<file path="src/pst_pkg.sv">
`default_nettype none

package pst_pkg;

    localparam int SLOTS_DEFAULT = 32;
    localparam int KIND_W        = 3;
    localparam int ID_W          = 31;
    localparam int STATUS_W      = 32;

    typedef enum logic [KIND_W-1:0] {
        KIND_CREATE = 3'd0,
        KIND_FORK   = 3'd1,
        KIND_EXIT   = 3'd2,
        KIND_REAP   = 3'd3,
        KIND_LOOKUP = 3'd4,
        KIND_CHILD  = 3'd5,
        KIND_COUNT  = 3'd6,
        KIND_CLEAR  = 3'd7
    } kind_t;

    // What a scan looks for
    typedef enum logic [1:0] {
        MODE_FIND_ID = 2'd0,
        MODE_FREE    = 2'd1,
        MODE_REAP    = 2'd2,
        MODE_CHILD   = 2'd3
    } mode_t;

    typedef enum logic {
        ST_IDLE = 1'b0,
        ST_SCAN = 1'b1
    } state_t;

    // One slot entry as stored in the slot memory
    typedef struct packed {
        logic                exited;
        logic [ID_W-1:0]     id;
        logic [ID_W-1:0]     parent;
        logic [STATUS_W-1:0] status;
    } entry_t;

    localparam int ENTRY_W = $bits(entry_t);

endpackage

`default_nettype wire

</file>
<file path="src/process_slot_table.sv">
// Channel   Ports                          Transfer when
// -------   ----------------------------   ---------------------------
// request   start, busy, kind, pid,        rising edge with start high
//           status_in                      and busy low
// result    done, ok, value, status_out    rising edge ending the one
//                                          cycle that done is high
//
// One request at a time. A walk reads one slot per cycle through the single
// read port, and a fork walks twice. Count, clear and a create with the
// ids used up answer in the cycle after the transfer. Reset clears the used
// marks and the used count and sets the id counter to one; the slot memory
// is not cleared, as a slot's contents only count while it is marked used.
// The receiver cannot stall.
`default_nettype none

module process_slot_table #(
    parameter int SLOTS = pst_pkg::SLOTS_DEFAULT
) (
    input  wire logic                         clk,
    input  wire logic                         rst_n,
    input  wire logic                         start,
    output logic                              busy,
    input  wire logic [pst_pkg::KIND_W-1:0]   kind,
    input  wire logic [pst_pkg::ID_W-1:0]     pid,
    input  wire logic [pst_pkg::STATUS_W-1:0] status_in,
    output logic                              done,
    output logic                              ok,
    output logic      [pst_pkg::ID_W-1:0]     value,
    output logic      [pst_pkg::STATUS_W-1:0] status_out
);

    import pst_pkg::*;

    localparam int IW = $clog2(SLOTS);
    localparam int CW = $clog2(SLOTS + 1);

    // Control state
    state_t              state_reg,  state_next;
    mode_t               mode_reg,   mode_next;
    logic                done_reg,   done_next;
    logic [SLOTS-1:0]    used_reg,   used_next;
    logic [ID_W-1:0]     nid_reg,    nid_next;
    logic [CW-1:0]       count_reg,  count_next;
    logic [IW:0]         idx_reg,    idx_next;
    logic                chk_vld_reg, chk_vld_next;

    // Request and result payload
    kind_t               kind_reg,   kind_next;
    logic [ID_W-1:0]     pid_reg,    pid_next;
    logic [STATUS_W-1:0] stat_reg,   stat_next;
    logic [IW-1:0]       chk_idx_reg, chk_idx_next;
    logic                ok_reg,     ok_next;
    logic [ID_W-1:0]     value_reg,  value_next;
    logic [STATUS_W-1:0] sto_reg,    sto_next;

    // Slot memory port
    logic                rd_en;
    logic [ENTRY_W-1:0]  rd_data;
    logic                wr_en;
    entry_t              wr_entry;
    entry_t              rd_entry;
    logic                used_bit;
    logic                hit;
    logic                scan_end;

    pst_ram #(
        .WIDTH (ENTRY_W),
        .DEPTH (SLOTS)
    ) u_slot_mem (
        .clk     (clk),
        .wr_en   (wr_en),
        .wr_addr (chk_idx_reg),
        .wr_data (wr_entry),
        .rd_en   (rd_en),
        .rd_addr (idx_reg[IW-1:0]),
        .rd_data (rd_data)
    );

    assign rd_entry = entry_t'(rd_data);
    assign used_bit = used_reg[chk_idx_reg];
    // Nothing in flight and every slot read: the scan found nothing
    assign scan_end = (idx_reg == (IW+1)'(SLOTS)) && !chk_vld_reg;

    // Match test on the entry read back in this cycle
    always_comb
    begin
        case (mode_reg)
            MODE_FIND_ID: hit = used_bit && (rd_entry.id == pid_reg);
            MODE_FREE:    hit = !used_bit;
            MODE_REAP:    hit = used_bit && rd_entry.exited && (rd_entry.parent == pid_reg);
            MODE_CHILD:   hit = used_bit && (rd_entry.parent == pid_reg);
            default:      hit = 1'b0;
        endcase
        hit = hit && chk_vld_reg;
    end

    always_comb
    begin
        state_next   = state_reg;
        mode_next    = mode_reg;
        done_next    = 1'b0;
        used_next    = used_reg;
        nid_next     = nid_reg;
        count_next   = count_reg;
        idx_next     = idx_reg;
        chk_vld_next = 1'b0;
        kind_next    = kind_reg;
        pid_next     = pid_reg;
        stat_next    = stat_reg;
        chk_idx_next = chk_idx_reg;
        ok_next      = ok_reg;
        value_next   = value_reg;
        sto_next     = sto_reg;
        rd_en        = 1'b0;
        wr_en        = 1'b0;
        wr_entry     = '0;

        case (state_reg)
            ST_IDLE:
            begin
                if (start)
                begin
                    kind_next  = kind_t'(kind);
                    pid_next   = pid;
                    stat_next  = status_in;
                    idx_next   = '0;
                    ok_next    = 1'b0;
                    value_next = '0;
                    sto_next   = '0;
                    case (kind_t'(kind))
                        KIND_CREATE:
                        begin
                            // Id counter exhausted: fail without a walk
                            if (nid_reg == '0)
                            begin
                                done_next = 1'b1;
                            end
                            else
                            begin
                                mode_next  = MODE_FREE;
                                state_next = ST_SCAN;
                            end
                        end
                        KIND_FORK, KIND_EXIT, KIND_LOOKUP:
                        begin
                            mode_next  = MODE_FIND_ID;
                            state_next = ST_SCAN;
                        end
                        KIND_REAP:
                        begin
                            mode_next  = MODE_REAP;
                            state_next = ST_SCAN;
                        end
                        KIND_CHILD:
                        begin
                            mode_next  = MODE_CHILD;
                            state_next = ST_SCAN;
                        end
                        KIND_COUNT:
                        begin
                            done_next  = 1'b1;
                            ok_next    = 1'b1;
                            value_next = ID_W'(count_reg);
                        end
                        default:
                        begin
                            // Clear: free every slot, restart ids
                            used_next  = '0;
                            nid_next   = ID_W'(1);
                            count_next = '0;
                            done_next  = 1'b1;
                            ok_next    = 1'b1;
                        end
                    endcase
                end
            end

            ST_SCAN:
            begin
                // Issue the next slot read while one is outstanding
                if (idx_reg != (IW+1)'(SLOTS))
                begin
                    rd_en        = 1'b1;
                    idx_next     = idx_reg + 1'b1;
                    chk_vld_next = 1'b1;
                    chk_idx_next = idx_reg[IW-1:0];
                end

                if (hit)
                begin
                    state_next = ST_IDLE;
                    done_next  = 1'b1;
                    ok_next    = 1'b1;
                    case (mode_reg)
                        MODE_FIND_ID:
                        begin
                            case (kind_reg)
                                KIND_FORK:
                                begin
                                    // Parent present: restart the walk for a free slot, or fail with the ids used up
                                    if (nid_reg == '0)
                                    begin
                                        ok_next = 1'b0;
                                    end
                                    else
                                    begin
                                        state_next   = ST_SCAN;
                                        done_next    = 1'b0;
                                        ok_next      = 1'b0;
                                        mode_next    = MODE_FREE;
                                        idx_next     = '0;
                                        chk_vld_next = 1'b0;
                                    end
                                end
                                KIND_EXIT:
                                begin
                                    wr_en           = 1'b1;
                                    wr_entry        = rd_entry;
                                    wr_entry.exited = 1'b1;
                                    wr_entry.status = stat_reg;
                                end
                                KIND_LOOKUP:
                                begin
                                    value_next = ID_W'(chk_idx_reg);
                                end
                                default:
                                begin
                                    ok_next = 1'b0;
                                end
                            endcase
                        end
                        MODE_FREE:
                        begin
                            wr_en           = 1'b1;
                            wr_entry.exited = 1'b0;
                            wr_entry.id     = nid_reg;
                            wr_entry.parent = (kind_reg == KIND_FORK) ? pid_reg : '0;
                            wr_entry.status = '0;
                            used_next[chk_idx_reg] = 1'b1;
                            count_next = count_reg + 1'b1;
                            nid_next   = nid_reg + 1'b1;
                            value_next = nid_reg;
                        end
                        MODE_REAP:
                        begin
                            used_next[chk_idx_reg] = 1'b0;
                            count_next = count_reg - 1'b1;
                            value_next = rd_entry.id;
                            sto_next   = rd_entry.status;
                        end
                        default:
                        begin
                            value_next = ID_W'(1);
                        end
                    endcase
                end
                else if (scan_end)
                begin
                    // No match; a child query still answers ok with flag 0
                    state_next = ST_IDLE;
                    done_next  = 1'b1;
                    ok_next    = (kind_reg == KIND_CHILD);
                end
            end

            default:
            begin
                state_next = ST_IDLE;
            end
        endcase
    end

    always_ff @(posedge clk or negedge rst_n)
    begin
        if (!rst_n)
        begin
            state_reg <= ST_IDLE;
        end
        else
        begin
            state_reg <= state_next;
        end
    end

    always_ff @(posedge clk or negedge rst_n)
    begin
        if (!rst_n)
        begin
            mode_reg    <= MODE_FIND_ID;
            done_reg    <= 1'b0;
            used_reg    <= '0;
            nid_reg     <= ID_W'(1);
            count_reg   <= '0;
            idx_reg     <= '0;
            chk_vld_reg <= 1'b0;
        end
        else
        begin
            mode_reg    <= mode_next;
            done_reg    <= done_next;
            used_reg    <= used_next;
            nid_reg     <= nid_next;
            count_reg   <= count_next;
            idx_reg     <= idx_next;
            chk_vld_reg <= chk_vld_next;
        end
    end

    always_ff @(posedge clk)
    begin
        kind_reg    <= kind_next;
        pid_reg     <= pid_next;
        stat_reg    <= stat_next;
        chk_idx_reg <= chk_idx_next;
        ok_reg      <= ok_next;
        value_reg   <= value_next;
        sto_reg     <= sto_next;
    end

    assign busy       = (state_reg != ST_IDLE);
    assign done       = done_reg;
    assign ok         = ok_reg;
    assign value      = value_reg;
    assign status_out = sto_reg;

    // A result only follows a request in flight or just transferred
    a_done_after_req: assert property (@(posedge clk) disable iff (!rst_n)
        done |-> $past(busy || start))
        else $error("result without a request");

    // Used count tracks the used marks
    a_count_match: assert property (@(posedge clk) disable iff (!rst_n)
        count_reg == CW'($countones(used_reg)))
        else $error("used count out of step with used marks");

    // Clear answers next cycle with an empty table and ids restarted
    a_clear: assert property (@(posedge clk) disable iff (!rst_n)
        (start && !busy && (kind == KIND_CLEAR)) |=>
            (done && ok && (count_reg == '0) && (nid_reg == ID_W'(1))))
        else $error("clear did not reset the table");

endmodule

`default_nettype wire

</file>
<file path="src/pst_ram.sv">
`default_nettype none

module pst_ram #(
    parameter int WIDTH = 8,
    parameter int DEPTH = 32
) (
    input  wire logic                     clk,
    input  wire logic                     wr_en,
    input  wire logic [$clog2(DEPTH)-1:0] wr_addr,
    input  wire logic [WIDTH-1:0]         wr_data,
    input  wire logic                     rd_en,
    input  wire logic [$clog2(DEPTH)-1:0] rd_addr,
    output logic      [WIDTH-1:0]         rd_data
);

    logic [WIDTH-1:0] mem [DEPTH];

    always_ff @(posedge clk)
    begin
        if (wr_en)
        begin
            mem[wr_addr] <= wr_data;
        end
        if (rd_en)
        begin
            rd_data <= mem[rd_addr];
        end
    end

endmodule

`default_nettype wire
</file>
<file path="config.mk">
export PLATFORM = sky130hd
export DESIGN_NAME = process_slot_table
export DESIGN_NICKNAME = d
export VERILOG_FILES = /design/src/pst_pkg.sv /design/src/process_slot_table.sv /design/src/pst_ram.sv
export SDC_FILE = /design/constraint.sdc
export NUM_CORES = 2
export LEC_CHECK = 0
export BUFFER_PORTS_ARGS = -buffer_cell sky130_fd_sc_hd__clkbuf_2
export CORE_ASPECT_RATIO = 0.9
export CORE_MARGIN = 5
export CORE_UTILIZATION = 56
export DETAILED_ROUTE_END_ITERATION = 10
export PLACE_DENSITY_LB_ADDON = 0.05
export RECOVER_POWER = 100
export SLEW_MARGIN = 20
export SYNTH_ARGS = -nofsm -noshare
export SYNTH_HDL_FRONTEND = slang
export SYNTH_HIERARCHICAL = 1
export SYNTH_SLANG_ARGS = --single-unit
</file>
<file path="constraint.sdc">
create_clock -name clk -period 10.8 [get_ports clk]
set_input_delay 2.16 -clock clk [delete_from_list [all_inputs] [get_ports clk]]
set_output_delay 2.16 -clock clk [all_outputs]
set_load 0.01 [all_outputs]
</file>
---- Word-level counts from Yosys, hierarchy flattened ----
Memory sizes are Yosys's and may differ from the RTL's. A register that Yosys moved wholly into a read port is not among the register bits.
Index checks and enable logic that the tools add are counted.
word-level totals
  word-level logic and storage cells ...... 164
  bits in registers ....................... 215
  memories ................................ 1
  bits in writable memories ............... 3040
  input port bits ......................... 69
cells by class
  add/subtract/negate cells ............... 4
  eq/ne operators ......................... 28
  magnitude comparators ................... 2
  bitwise operators ....................... 4
  reduce and logical (&&, ||, !) cells .... 25
  mux-type cells .......................... 85
memory list
  name            depth  bits a word  read ports  clocked after memory_dff  wr ports  line           source
  u_slot_mem.mem  32     95           1           1                         1         pst_ram.sv:16  logic [WIDTH-1:0] mem [DEPTH];
operators by type and width
  cell                                           number
  2-to-1 mux 95 bit                              3
  2-to-1 mux 31 bit                              8
  2-to-1 mux 32 bit                              6
  case mux 32 bit (2 select lines)               3
  case mux 95 bit (2 select lines)               1
  case mux 31 bit (2 select lines)               2
  case mux 31 bit (3 select lines)               1
  == test 31 bit                                 2
  2-to-1 mux 6 bit                               10
  case mux 6 bit (2 select lines)                3
  bitwise AND 32 bit                             1
  2-to-1 mux 1 bit                               32
  NOT 32 bit                                     1
  OR 32 bit                                      1
  adder 31 x 1 -> 31 bit, second input constant  1
  zero test 31 bit                               1
  == test 3 bit, second input constant           5
  adder 6 x 1 -> 6 bit, second input constant    2
  case mux 1 bit (2 select lines)                6
  2-to-1 mux 2 bit                               5
  != test 2 x 1 -> 1 bit, second input constant  5
  == test 3 x 2 -> 1 bit, second input constant  3
  case mux 2 bit (4 select lines)                1
  AND reduction 4 bit                            2
  29 further kinds                               43

---- Depth between registers and ports, before layout ----
  depth in word-level cells ............... 10
  depth in mapped cells ................... 13

---- Modules after synthesis ----
Netlist, hierarchy kept.
by module, submodules not included
  module              times used  sequential area each (sq um)  area an instance (sq um)  cells an instance
  pst_ram             1           94140.3                       118288.4                  5547
  process_slot_table  1           6057.1                        11280.8                   1090

---- Worst setup path before layout ----
Ideal clock, no wire load.
  path type ............................... register to register
  start ................................... reg chk_idx_reg[3]
  end ..................................... mem u_slot_mem/mem[12][0] in the netlist's numbering (enable)
  required time ........................... 10.250 ns
  stages on the path, launching flop included .. 13
  period minus slack after synthesis ...... 7.606 ns
  library setup time ...................... 0.550 ns
  arrival time ............................ 7.056 ns
  buffers on the path ..................... 3
  path slack .............................. 3.194 ns
  cells stage by stage .................... edfxtp_1 buf_2 nand3b_1 o22ai_1 or3_1 a221oi_2 mux2_4 buf_4 o211ai_1 a21oi_1 or3b_2 clkbuf_1 nor2_1
between the ends
  cells in the longest elaborated chain, start to end .. 10
  elaborated cells on any way between the ends .. 13
  classes of those cells .................. mux: 7; reduce/logical: 6
RTL lines
  element                                     line                       source
  start, declared                             process_slot_table.sv:51   logic [IW-1:0] chk_idx_reg, chk_idx_next;
  start signal, assigned                      process_slot_table.sv:314  chk_idx_reg <= chk_idx_next;
  binary-select mux 1 bit (select 5 bit) (*)  process_slot_table.sv:80   assign used_bit = used_reg[chk_idx_reg];
  2-to-1 mux 1 bit (implied by the code) (*)  process_slot_table.sv:80
  logical AND 1 bit (2 in a row)              process_slot_table.sv:90   MODE_REAP: hit = used_bit && rd_entry.exited && (rd_entry.parent == pid_reg);
  case mux 1 bit (4 select lines) (*)         process_slot_table.sv:87   case (mode_reg)
  logical AND 1 bit (*)                       process_slot_table.sv:94   hit = hit && chk_vld_reg;
  2-to-1 mux 1 bit (*)                        process_slot_table.sv:189  if (hit)
  2-to-1 mux 1 bit (*)                        process_slot_table.sv:118  case (state_reg)
  named net wr_en                             process_slot_table.sv:59   logic wr_en;
  2-to-1 mux 1 bit (*)                        pst_ram.sv:20              if (wr_en)
  2-to-1 mux 1 bit (implied by the code) (*)  pst_ram.sv:22              mem[wr_addr] <= wr_data;
  end, declared                               pst_ram.sv:16
Mark *: on every way through the listed nets, which the timed path passes. The rest lies on a longest branch. The select of a mux whose other input is x is not followed.

---- Worst setup path after layout ----
  start ................................... reg chk_idx_reg[0]
  end ..................................... mem u_slot_mem/mem[3][45] in the netlist's numbering (enable)
The elaborated chain is that of the path after synthesis.

==> results_dict.tcl <==
set metrics [dict create \
    synth.net_count 6719 \
    vdd_drop_max_uv 300 \
    rrSetupSlack_ps 2140 \
    floorplan.rows 167 \
    route.antenna.remaining_nets 0 \
    holdCritPathClass "flop to flop" \
    postLayoutCoreUtil_pct 62.8 \
    number_of_antenna_violations_at_the_first_check_in_global_routing 26 \
    synth.area.top_cells "edfxtp_1 (76%), mux4_2 (6.6%), mux2i_1 (6.1%)" \
    htreeDepth 5 \
    count_of_filler_cells_inserted_in_the_layout 16200 \
    timing.setup.tns_ps 0 \
    fp.coreArea_um2 230000 \
    path_clk_slew_ps 70 \
    criticalPathCategory "flop to flop" \
    synth-edff-count 3270 \
    grt_pass1_wl_um 508000 \
    setup_viol_count_final 0 \
    largest_reg_flops 3040 \
    place.gp.congestion 0.888 \
    multi_input_area_um2 27700 \
    num_io_pins 135 \
    num_vias 68500 \
    synth-seq-cells 3350 \
    drt_iter0_drc 9246 \
    timing.final.crit_share_pct 80.2 \
    dpl.hpwl_um 200000 \
    tritoncts_clock_tree "built" \
    register_area_um2 100000 \
    yosysTopAreaCellShare_pct 75.8 \
    avgSynthCellArea_um2 19.5 \
    sequentialPowerShare_pct 43.9 \
    p_clk_share_pct 32.8 \
    worst_pin_slew_ps 4760 \
    initial_utilization_pct 56.3 \
    port_buffers 134 \
    power.share.switching_pct 30.4 \
    via_count_of_the_first_global_routing_pass 66100 \
    outcome "finished, violations left" \
    die_w_um 517 \
    maximum_fanout_along_the_worst_path 46 \
    top_reg_cell_synth "edfxtp_1" \
    timing.clock.skew_ps 43.1 \
    asyncSetResetFlopFracSynth_pct 2.39 \
    ctsRootBufferMaster "clkbuf_16" \
    cts.repair_timing.setup_buffer_count 0 \
    post_synth_instance_area_um2 130000 \
    post_cts.resized_instances 0 \
    nNetsFinal 7017 \
    unique_masters_post_synth 71 \
    layout_min_cycle_time_ps 8660 \
    clock_insertion_delay_worst_skew_ps 940 \
    drv_slew 3098 \
    leakage_power_total_nw 41.2 \
    fp.dieArea_um2 241000 \
    vias_per_cell 6.70 \
    rsz0062_at_grt "no" \
    largestRegisters "u_slot_mem/mem: 3040 flops, u_slot_mem/rd_data: 95 flops" \
    clock.fmax_ghz 0.115 \
    tritoncts.num_buffers 343 \
    timing.max_slew.rel_slack_pct -218 \
    die_h_um 466 \
    drv_cap 96 \
    endpoint_kind "flop" \
    flow.area_growth_from_synthesis_pct 11.6 \
    ys_seq_area_share_pct 77.3 \
    ctsHoldBuffers 0 \
    worstSetupStartpointType "flop" \
    yosys_warnings 6 \
    drt_pre_antenna_iters 8 \
    p_int_w 0.0245 \
    power_density_nw_per_um2 243 \
    hold_violations 0 \
    syn_inst 6637 \
    drc 0 \
    worst_ep_arrival_time_ps 9170 \
    routed_wirelength_um 360000 \
    synth.largest_area_cell "edfxtp_1" \
    failed_checks "max-capacitance violations, max-slew violations" \
    drive_gt1_share_pct 14.9 \
    gr-total-overflow 0 \
    ctsLongestPathBuffers 4 \
    wl_per_cell_um 35.2 \
    comb_power_share_pct 23.2 \
    grt_max_degree 122 \
    cts.sink_count 3350 \
    switching_pwr_w 0.0107 \
    grt.total_usage_pct 29.8 \
    registers.top_by_ff_count "u_slot_mem/mem" \
    worstPathRequired_ps 11310 \
]
==> worst paths after layout <==
| check | start | to | cells past startpoint |
|---|---|---|---|
| setup / recovery | chk_idx_reg[0]$_DFFE_PP_ | u_slot_mem/mem[3][45]$_DFFE_PP_ | 12 |
| hold / removal | u_slot_mem/rd_data[15]$_DFFE_PP_ | status_out[15]$_SDFFCE_PN0P_ | 1 |
| setup reg to reg | chk_idx_reg[0]$_DFFE_PP_ | u_slot_mem/mem[3][45]$_DFFE_PP_ | 12 |
| hold reg to reg | u_slot_mem/rd_data[15]$_DFFE_PP_ | status_out[15]$_SDFFCE_PN0P_ | 1 |
| max in group asynchronous | rst_n | idx_reg[0]$_DFFE_PN0P_ | 1 |
| min in group asynchronous | rst_n | nid_reg[2]$_DFFE_PN0P_ | 1 |
==> layout by cell type (no fill, tap or decap), types with 25 or more instances in the layout <==
cell type	count
a21oi_1	93
a22o_1	57
a22oi_1	538
a31oi_1	55
and2_0	35
buf_4	95
bufinv_16	38
clkbuf_1	238
clkbuf_16	349
clkbuf_2	40
clkinv_1	78
clkinv_2	43
dfrtp_1	77
edfxtp_1	3270
inv_1	25
mux2i_1	795
mux4_2	381
nand2_1	152
nand3_1	212
nand4_1	72
nor2_1	84
o21ai_0	41
xnor2_1	67
==> critical path, cell delays in order, from the launching register on <==
cell,delay [ps]
edfxtp_1,590
clkbuf_1,1310
mux2i_1,340
o22ai_1,130
or3_1,380
a221oi_1,660
mux2_1,470
o211ai_1,190
buf_4,300
a21oi_1,400
nand3_1,570
nor2_1,1210
clkbuf_2,1540
==> per-layer routing <==
layer / wire length, µm / track usage [%] / up-vias / part of all wire [%]
met4: 9210 / 6.96 / 12 / 2.6
met3: 36800 / 5.72 / 502 / 10
li1: - / - / 27900 / -
met1: 152000 / 46.5 / 36300 / 42
met2: 162000 / 44.1 / 3773 / 45
met5: 79 / 0 / - / 0.022
==> synth_stat cells (11+ instances only) <==
cell type and instances:
mux2i_1 795, mux4_2 381, inv_1 26, a31oi_1 56, or3_1 20, o21ai_0 38, and2_1 79, nand3b_1 11
a21oi_1 93, nor3_1 25, xnor2_1 67, a22o_1 57, nand2_1 152, nor4_1 19, nor2_1 105, o311ai_0 13
buf_6 18, buf_1 20, ha_1 12, nor2b_1 17, buf_2 133, nand4_1 72, nand3_1 212, dfrtp_1 79
clkbuf_1 177, edfxtp_1 3270, buf_4 32, a22oi_1 538
==> power groups by stage <==
stage / combinational [W] / sequential [W] / clock, W
3_5_place_dp: 0.00819 / 0.0157 / 0
6_report: 0.00817 / 0.0155 / 0.0116
2_1_floorplan: 0.00504 / 0.0156 / 0
4_1_cts: 0.00822 / 0.0154 / 0.0117
3_3_place_gp: 0.00816 / 0.0157 / 0
5_1_grt: 0.00853 / 0.0155 / 0.0123
==> per-stage QoR <==
stage                     hold slack (ps)  std cells  cell area, µm²  setup slack, ps  total power [W]
after CTS                             503      10200          146000             3890           0.0354
final                                 514      10200          145000             2140           0.0352
after detailed placement              510       9624          135000             3920           0.0239
after floorplan                       483       6637          130000             3190           0.0206
after global routing                  544      10200          145000             1840           0.0363
after global placement                506       9613          135000             4120           0.0238
==> logic make-up (layout without fill, tap and decap cells) <==
family,after synthesis,after routing,share of synthesized area [%]
other cells,0,13,0
mux,1182,1182,12.8
simple gates,759,759,3.00
compound gates,856,856,4.74
flops,3350,3350,77.3
xor+xnor,69,69,0.466
fa+ha+maj,13,13,0.131
buf+inv,408,952,1.51
==> layout make-up <==
type,count,area share (%)
inverter,26,0.0683
multi-input combinational,2879,19.1
tap,3042,2.63
timing repair buffer,335,1.42
clock buffer,413,6.21
clock inverter,178,1.26
sequential,3350,69.3
antenna,13,0.0225
(Power assumes the default switching activity.)
